`src/design/lzsd_pkg.sv`:
```
// Package: widths, constants and controller/datapath link types for the LZSS decompressor.
`timescale 1ns / 1ps

package lzsd_pkg;

    localparam int INDEX_BITS  = 13;
    localparam int LENGTH_BITS = 4;
    localparam int BYTE_W      = 8;
    localparam int TOK_W       = INDEX_BITS + LENGTH_BITS;
    localparam int BREAK_EVEN  = (1 + INDEX_BITS + LENGTH_BITS) / 9;
    localparam int GATH_W      = $clog2(TOK_W + 1);
    localparam int BITCNT_W    = $clog2(BYTE_W + 1);
    localparam int CNT_W       = LENGTH_BITS + 1;

    // Commands from the controller to the datapath
    typedef struct packed {
        logic clr_step;
        logic load_byte;
        logic take_bit;
        logic copy_rd;
        logic copy_wr;
        logic push_lit;
        logic push_end;
    } t_cmd;

    // Status from the datapath to the controller
    typedef struct packed {
        logic clear_last;
        logic bit_avail;
        logic ev_lit;
        logic ev_end;
        logic ev_match;
        logic copy_last;
        logic out_free;
    } t_status;

endpackage

```
`src/design/lzsd_ctrl.sv`:
```
// Controller: sequences window clear, bit decode, literal/end emission and match copy.
`timescale 1ns / 1ps

module lzsd_ctrl
    import lzsd_pkg::*;
(
    input  logic    i_clk,
    input  logic    i_rst_n,
    input  logic    i_in_valid,
    output logic    o_in_ready,
    input  t_status i_status,
    output t_cmd    o_cmd
);

    typedef enum logic [2:0] {
        S_CLEAR,
        S_IDLE,
        S_BIT,
        S_LIT,
        S_END,
        S_RD,
        S_WR
    } t_state;

    t_state r_state;
    t_state n_state;

    always_comb begin
        n_state    = r_state;
        o_cmd      = '0;
        o_in_ready = 1'b0;
        unique case (r_state)
            S_CLEAR: begin
                o_cmd.clr_step = 1'b1;
                if (i_status.clear_last) begin
                    n_state = S_IDLE;
                end
            end
            S_IDLE: begin
                o_in_ready = 1'b1;
                if (i_in_valid) begin
                    o_cmd.load_byte = 1'b1;
                    n_state         = S_BIT;
                end
            end
            S_BIT: begin
                if (!i_status.bit_avail) begin
                    n_state = S_IDLE;
                end else begin
                    o_cmd.take_bit = 1'b1;
                    priority if (i_status.ev_lit) begin
                        n_state = S_LIT;
                    end else if (i_status.ev_end) begin
                        n_state = S_END;
                    end else if (i_status.ev_match) begin
                        n_state = S_RD;
                    end else begin
                        n_state = S_BIT;
                    end
                end
            end
            S_LIT: begin
                if (i_status.out_free) begin
                    o_cmd.push_lit = 1'b1;
                    n_state        = S_BIT;
                end
            end
            S_END: begin
                if (i_status.out_free) begin
                    o_cmd.push_end = 1'b1;
                    n_state        = S_BIT;
                end
            end
            S_RD: begin
                o_cmd.copy_rd = 1'b1;
                n_state       = S_WR;
            end
            S_WR: begin
                if (i_status.out_free) begin
                    o_cmd.copy_wr = 1'b1;
                    n_state       = i_status.copy_last ? S_BIT : S_RD;
                end
            end
            default: n_state = S_CLEAR;
        endcase
    end

    always_ff @(posedge i_clk) begin
        if (!i_rst_n) begin
            r_state <= S_CLEAR;
        end else begin
            r_state <= n_state;
        end
    end

endmodule

```
`config.mk`:
```
export PLATFORM = sky130hd
export DESIGN_NAME = lzsd_ctrl
export DESIGN_NICKNAME = d
export VERILOG_FILES = /design/src/design/lzsd_pkg.sv /design/src/design/lzsd_ctrl.sv
export SDC_FILE = /design/constraint.sdc
export NUM_CORES = 1
export LEC_CHECK = 0
export ABC_AREA = 1
export ABC_CLOCK_PERIOD_IN_PS = 2300
export BUFFER_PORTS_ARGS = -buffer_cell sky130_fd_sc_hd__buf_2
export CAP_MARGIN = 20
export CELL_PAD_IN_SITES_DETAIL_PLACEMENT = 1
export CELL_PAD_IN_SITES_GLOBAL_PLACEMENT = 1
export CORE_MARGIN = 2
export CORE_UTILIZATION = 30
export DETAILED_ROUTE_END_ITERATION = 10
export HOLD_SLACK_MARGIN = 0.03
export MAX_ROUTING_LAYER = met4
export PLACE_DENSITY_LB_ADDON = 0.1
export SLEW_MARGIN = 20
export SYNTH_ARGS = -nofsm -noshare
export SYNTH_HDL_FRONTEND = slang
export SYNTH_SLANG_ARGS = --single-unit
```
`constraint.sdc`:
```
create_clock -name i_clk -period 2.3 [get_ports i_clk]
set_input_delay 0.115 -clock i_clk [delete_from_list [all_inputs] [get_ports i_clk]]
set_output_delay 0.115 -clock i_clk [all_outputs]
set_load 0.005 [all_outputs]
```
# Word level (Yosys, flattened, before mapping)
# Cells that the tools add are included.
dict set report word_totals {
  elab_cells 35
  input_bits 10
  register_bits 3
  output_inout_bits 8
}
dict set report op_classes {
  n_mux 21
  eq_ne 10
  n_reduce_logical 3
}
# cell n
set ops {}
lappend ops {{3-bit two-way mux} 9}
lappend ops {{3-bit one-hot mux with 6 select lines} 1}
lappend ops {{1-bit two-way mux} 11}
lappend ops {{3-bit == test, second input constant} 3}
lappend ops {{3-bit by 2-bit == test with 1-bit output, second input constant} 2}
lappend ops {{2-bit != test, second input constant} 3}
lappend ops {{4-bit AND reduction} 1}
lappend ops {{3-bit by 1-bit == test with 1-bit output, second input constant} 1}
lappend ops {{3-bit zero test} 1}
lappend ops {{2-bit by 1-bit != test with 1-bit output, second input constant} 1}
lappend ops {{2-bit OR reduction} 1}

# Longest topological paths before layout
# Gate-level depths: netlist of run 1.
dict set report depth {
  ltp_word 5
  ltp_mapped 9
  ltp_nobuf 8
}

# Worst setup path after synthesis of run 1
# No wires, ideal clock.
dict set report synth_timing {
  path_type {reg2reg}
  start {register r_state[0]}
  end {register r_state[2]}
  period_less_slack_ps 1014
  setup_time_ps 70
  arrival_ps 945
  required_time_ps 2230
  stages_incl_launch_ff 9
  path_buffers 1
  setup_slack_ps 1286
  cell_sequence {dfxtp_1 -> buf_6 -> nor2_4 -> nand3b_2 -> nand2_1 -> inv_1 -> nand2_2 -> nand2_1 -> a21oi_1}
}
dict set report synth_via {
  elab_chain_len 4
  elab_cells_between_ends 14
  classes_between {eq/ne (10); mux (1); reduce/logical (3)}
}
# item line
set synth_rtl {}
lappend synth_rtl {{start: declaration} lzsd_ctrl.sv:25} ;# t_state r_state;
lappend synth_rtl {{start signal: assignment} lzsd_ctrl.sv:92} ;# r_state <= n_state;
lappend synth_rtl {{3-bit == test / 3-bit by 2-bit == test with 1-bit output (equally long branches)} lzsd_ctrl.sv:32} ;# unique case (r_state)
lappend synth_rtl {{2-bit OR reduction (no source line)} n/a}
lappend synth_rtl {{2-bit by 1-bit != test with 1-bit output (no source line)} n/a}
lappend synth_rtl {{4-bit AND reduction (no source line)} n/a}
# Parallel ways exist; a longest one is shown, timed or not.
# A chain may end at the register's enable or synchronous reset.

# Worst setup path in the final report of run 1
dict set report layout_timing {
  start {register r_state[2]}
  end {register r_state[1]}
}
# The elaborated chain is that of the path after synthesis.

==> qor.csv, run 1 <==
stage,metric,value,unit
run_status,status,completed,
cells_and_area,finalNonFillerCells,103,
floorplanning,die_w,40.48,microns
setup_path,cp_max_fo,9,
yosys,yosysMostFrequentCell,nand2_1,
detailed_routing,post-route-drc-count,0,
setup_path,setup.worst_path.start_class,flop,
timing,finalHoldViolations,0,
global_routing,antenna_found_initial,0,
cts,cts_tree,yes,
cells_and_area,fin_nets,99,
power,vdd.ir_drop.worst,0.2877,mV
cells_and_area,reg.largest.list,r_state (3),
timing,tightest_slew,484.8,ps
cells_and_area,drive_above_1_share,0.3523,
placed_design,place_inst,99,
yosys,yosys-top-cells-count,"nand2_1, nor2_1, inv_1",
floorplanning,die_y,40.48,microns
yosys,yosysWarnings,0,
placed_design,io_buffers,17,
global_routing,grt_use_total,0.1618,
hold_path,hold_path.class,primary input to flop,
global_routing,grt_max_degree,10,
cts,holdBufCountCts,0,
timing,clock.fmax,0.6931,GHz
flow_run,maxCapViolations,0,
timing,timing.final.crit_period,1443,ps
cells_and_area,antenna_cells,0,
detailed_routing,viasPerCell,4.825,
setup_path,cp-end-kind,flop,
yosys,yosysSeqAreaShare,0.1505,
floorplanning,core.rowCount,13,
yosys,synth_edf_count,0,
placed_design,place_ws,869.1,ps
yosys,synth.avg_cell_area,5.702,sq um
cts,clk_latency,230,ps
cts,cts_resized,0,
yosys,synth_cells,70,
timing,finalClockSkew,4.696,ps
cts,clk_pin_slew,40,ps
detailed_routing,via_count,497,
global_routing,grt_pass1_vias,418,
timing,setup_tns,0,ps
setup_path,cp.arrival,1610,ps
detailed_routing,drtIter0Drc,4,
yosys,synthTopCellsByArea,"nand2_1, dfxtp_1, nor2_1",
global_routing,grt_pass1_wl,1676,microns
cells_and_area,largest-register,r_state,
timing,slew_violations,0,
timing,timing.final.crit_share,0.6273,
timing,fin_hold_ws,161.3,ps
cells_and_area,largest_register_ff_count,3,
yosys,synth_cell_types,20,
setup_path,crit_type,flop to flop,
floorplanning,boundaryPins,18,
detailed_routing,post_drt_wl_per_cell,10.96,microns
detailed_routing,final_antenna_net_count,0,
placed_design,placed_area,469.2,sq um
timing,rsz0062_at_grt,false,
cts,htreeDepth,1,
floorplanning,fp.coreArea,1269,sq um
timing,setup_slack,857.2,ps
power,p_per_area,873.7,nW/um^2
yosys,yosysTopAreaCell,nand2_1,
yosys,syn_nets,80,
yosys,ys_ff_latch,3,
floorplanning,die_area,1638,sq um
detailed_routing,wirelength,1129,microns
cts,cts_sinks,3,
cts,cts_buffers,3,
cells_and_area,final_area,495.5,sq um
floorplanning,start_util,0.3146,
cts,post-cts-setup-buffer-count,0,
yosys,synth_area,399.1,sq um
power,p_leak,0.2894,nW
yosys,synthDominantCellAreaShare,0.1693,
timing,max_slew_margin,0.6764,
cells_and_area,area_growth,24.14,%
yosys,async_reset_ff_frac,0,
setup_path,cp.required,2460,ps
detailed_routing,drt-pass1-iter-count,2,
cts,cts_buffer_depth,2,
global_routing,grt-ovfl-total,0,
placed_design,gp_congestion,0.7190,
placed_design,place_hpwl,963.7,microns
timing,setup_viol,0,
cts,ctsRootBufferMaster,clkbuf_4,
yosys,ys.flop_type,dfxtp_1,
## power breakdown
group,internal [W],total [W],switching [W]
Clock,0.0000651,0.0000935,0.0000284
Sequential,0.0000667,0.000109,0.0000421
Combinational,0.0000943,0.000231,0.000136
Total,0.000226,0.000433,0.000207
## metal layers
metal | up-vias | wire (microns) | global-route usage
met4 | 0 | 6 | 0.05000
li1 | 252 | - | -
met1 | 234 | 469 | 0.1726
met3 | 2 | 44 | 0.05000
met2 | 9 | 607 | 0.2817
met5 | - | 0 | -
## per-stage QoR
step,power (W),utilization
finish,0.0004329,0.3905
detailed placement,0.0003431,0.3698
CTS,0.0004421,0.3905
floorplan,0.0002984,-
global route,0.0004798,0.3905
global placement,0.0003361,0.3698
## critical path, stage by stage (launching register included)
cell	delay, ps
dfxtp_1	610
o21ai_0	190
nand3_1	110
nand2_1	50
nor2_1	200
nand2_1	80
a21oi_1	140
## cell type report
type / instances / area (sq um)
repair buffers: 17 / 85.08
multi-input cells: 53 / 259.0
fillers: 189 / 773.2
clock buffers: 4 / 26.28
well taps: 15 / 18.77
flip-flops and latches: 3 / 60.06
inverters: 11 / 46.29
## placed cells by master (no fill, tap or decap), types with 2 or more instances in the layout
cell type  Yosys  final
a21oi_1        3      3
inv_2          2      2
nand2_2        2      2
nor2_1        12     12
nor2_2         2      2
inv_1          8      8
nand3_1        6      6
o21ai_0        2      2
buf_2          0     17
clkbuf_4       0      3
nand2_1       18     18
dfxtp_1        3      3
## cells by family (layout without fill, tap and decap cells)
logic type	count (synthesis)	count (layout)	share of synthesized area
buf+inv	14	32	0.2006
compound gates	7	7	0.09403
flops	3	3	0.1505
simple gates	46	46	0.5548
## worst paths after layout
path                   start          to  slack (ps)  depth (start not counted)
hold / removal       i_rst_n  r_state[2]         160                          3
setup / recovery  r_state[2]  r_state[1]         860                          6
setup reg to reg  r_state[2]  r_state[1]         860                          6
hold reg to reg   r_state[0]  r_state[0]         630                          2
Power figures use the tool's default switching activity.
==> run 2, diff against run 1 <==
ABC_CLOCK_PERIOD_IN_PS = 1500   (was 2300)
CORE_UTILIZATION = 28   (was 30)
clock period = 1.5 ns   (was 2.3 ns; I/O delays follow)
==> run 2 against run 1 <==
Effect of this change: global-route usage shrank 2.4 points; register-to-register slack lost 680 ps; die area grew 6.4%; first-iteration DRC count grew 25%; clock-buffer cell count is the same; combinational power grew 53%; total power grew 54%; critical endpoint is now o_cmd[4].
==> qor.csv, run 2 (synthesis gave the netlist of run 1 again) <==
stage,metric,value,unit
cells_and_area,largest-register,r_state,
setup_path,path_buf_inv,2,
timing,timing.final.crit_share,0.8824,
floorplanning,boundaryPins,18,
timing,tightest_slew,364.8,ps
floorplanning,die_y,41.76,microns
cells_and_area,antenna_cells,0,
timing,setup_viol,0,
setup_path,r2r_slack,180,ps
cells_and_area,drive_above_1_share,0.3750,
global_routing,grt_use_total,0.1374,
global_routing,antenna_found_initial,0,
setup_path,cp_slowest_cell,dfxtp_1,
cells_and_area,reg.largest.list,r_state (3),
floorplanning,start_util,0.3029,
placed_design,io_buffers,17,
setup_path,cpPeakStageDelay,530,ps
cts,ctsRootBufferMaster,clkbuf_4,
floorplanning,fp.coreArea,1318,sq um
cts,clk_pin_slew,40,ps
global_routing,grt_max_degree,10,
cts,cts_buffer_depth,2,
placed_design,place_inst,99,
cts,cts_buffers,3,
global_routing,grt-ovfl-total,0,
detailed_routing,wirelength,1114,microns
timing,rsz0062_at_grt,false,
global_routing,grt_pass1_wl,1863,microns
detailed_routing,post_drt_wl_per_cell,10.82,microns
floorplanning,die_area,1743,sq um
cells_and_area,most-common-layout-cells,"nand2_1, buf_2, nor2_1",
placed_design,place_hpwl,967.6,microns
setup_path,cp.arrival,1250,ps
setup_path,cp-end-kind,output pin,
timing,slew_violations,0,
setup_path,crit_chain,inv_2 -> nor4_1 -> buf_2,
detailed_routing,viasPerCell,4.631,
cts,htreeDepth,1,
cts,cts_sinks,3,
run_status,status,completed,
cells_and_area,finalNonFillerCells,103,
setup_path,crit_family,flip-flops,
detailed_routing,drtIter0Drc,5,
global_routing,grt_pass1_vias,465,
timing,clock.fmax,0.7555,GHz
timing,finalHoldViolations,0,
cells_and_area,n_fill_cell,192,
cells_and_area,area_growth,24.76,%
detailed_routing,final_antenna_net_count,0,
cts,cts_tree,yes,
cells_and_area,fin_nets,99,
setup_path,crit_type,flop to output pin,
timing,finalClockSkew,0.9684,ps
power,vdd.ir_drop.worst,0.9964,mV
cells_and_area,final_common_cell,nand2_1,
detailed_routing,via_count,477,
cells_and_area,largest_register_ff_count,3,
detailed_routing,drt-pass1-iter-count,2,
setup_path,cp.required,1420,ps
placed_design,gp_congestion,0.7117,
hold_path,hold_path.class,primary input to flop,
detailed_routing,post-route-drc-count,0,
power,p_leak,0.2902,nW
setup_path,cp_max_fo,8,
timing,setup_tns,0,ps
setup_path,setup.worst_path.start_class,flop,
power,p_per_area,1337,nW/um^2
cts,clk_latency,230,ps
timing,max_slew_margin,0.7565,
floorplanning,die_w,41.76,microns
floorplanning,core.rowCount,13,
cts,post-cts-setup-buffer-count,0,
flow_run,maxCapViolations,0,
timing,fin_hold_ws,108.1,ps
timing,timing.final.crit_period,1324,ps
[run 2: cell counts in the layout (fill, tap and decap cells not counted)]
No cell type changed its count.
[run 2: path summary, 6_finish.rpt]
check              from  cells after the start    endpoint
max          r_state[1]                      3    o_cmd[4]
min             i_rst_n                      3  r_state[0]
max reg2reg  r_state[1]                      6  r_state[2]
min reg2reg  r_state[0]                      2  r_state[0]
[run 2: worst register-to-register path, cell delays in order (launching register included)]
cell	delay (ps)
dfxtp_1	530
nand3_2	190
nor2_1	210
nor2_1	90
nand2_1	70
nand2_1	50
a21oi_1	120
[run 2: repair_timing]
action                     in CTS  in global routing
gates resized for setup         0                  2
setup endpoints to repair       0                  3
hold buffers                    0                  0
[run 2: power breakdown]
| part | total (W) | switching (W) | internal (W) |
|---|---|---|---|
| combinational | 0.000354 | 0.000209 | 0.000145 |
| sequential | 0.000171 | 0.0000657 | 0.000105 |
| clock | 0.000142 | 0.0000419 | 0.0000997 |
| total | 0.000666 | 0.000316 | 0.000349 |
[run 2: stage by stage]
step | power [W] | instance area [sq um] | utilization | setup slack (ps)
after floorplan | 0.0004575 | 399.1 | - | 485.6
after global placement | 0.0005255 | 469.2 | 0.3561 | 152.6
after detailed placement | 0.0005303 | 469.2 | 0.3561 | 91.86
after CTS | 0.0006768 | 495.5 | 0.3761 | 81.45
after global routing | 0.0007327 | 498.0 | 0.3780 | 5.528
final | 0.0006659 | 498.0 | 0.3780 | 176.4
[run 2: area by class of cell]
class	instances	area, sq um	share of cell area
tap	15	18.77	0.03769
inverter	11	46.29	0.09296
timing repair buffer	17	85.08	0.1709
multi-input combinational	53	259.0	0.5201
clock buffer	4	26.28	0.05276
sequential	3	62.56	0.1256
[run 2: routing by layer]
layer | routed length [microns] | up-vias | global-route usage
met5 | 0 | - | -
met4 | 12 | 0 | 0.01290
met3 | 82 | 2 | 0.04783
met2 | 543 | 16 | 0.2406
met1 | 476 | 208 | 0.1550
li1 | - | 251 | -
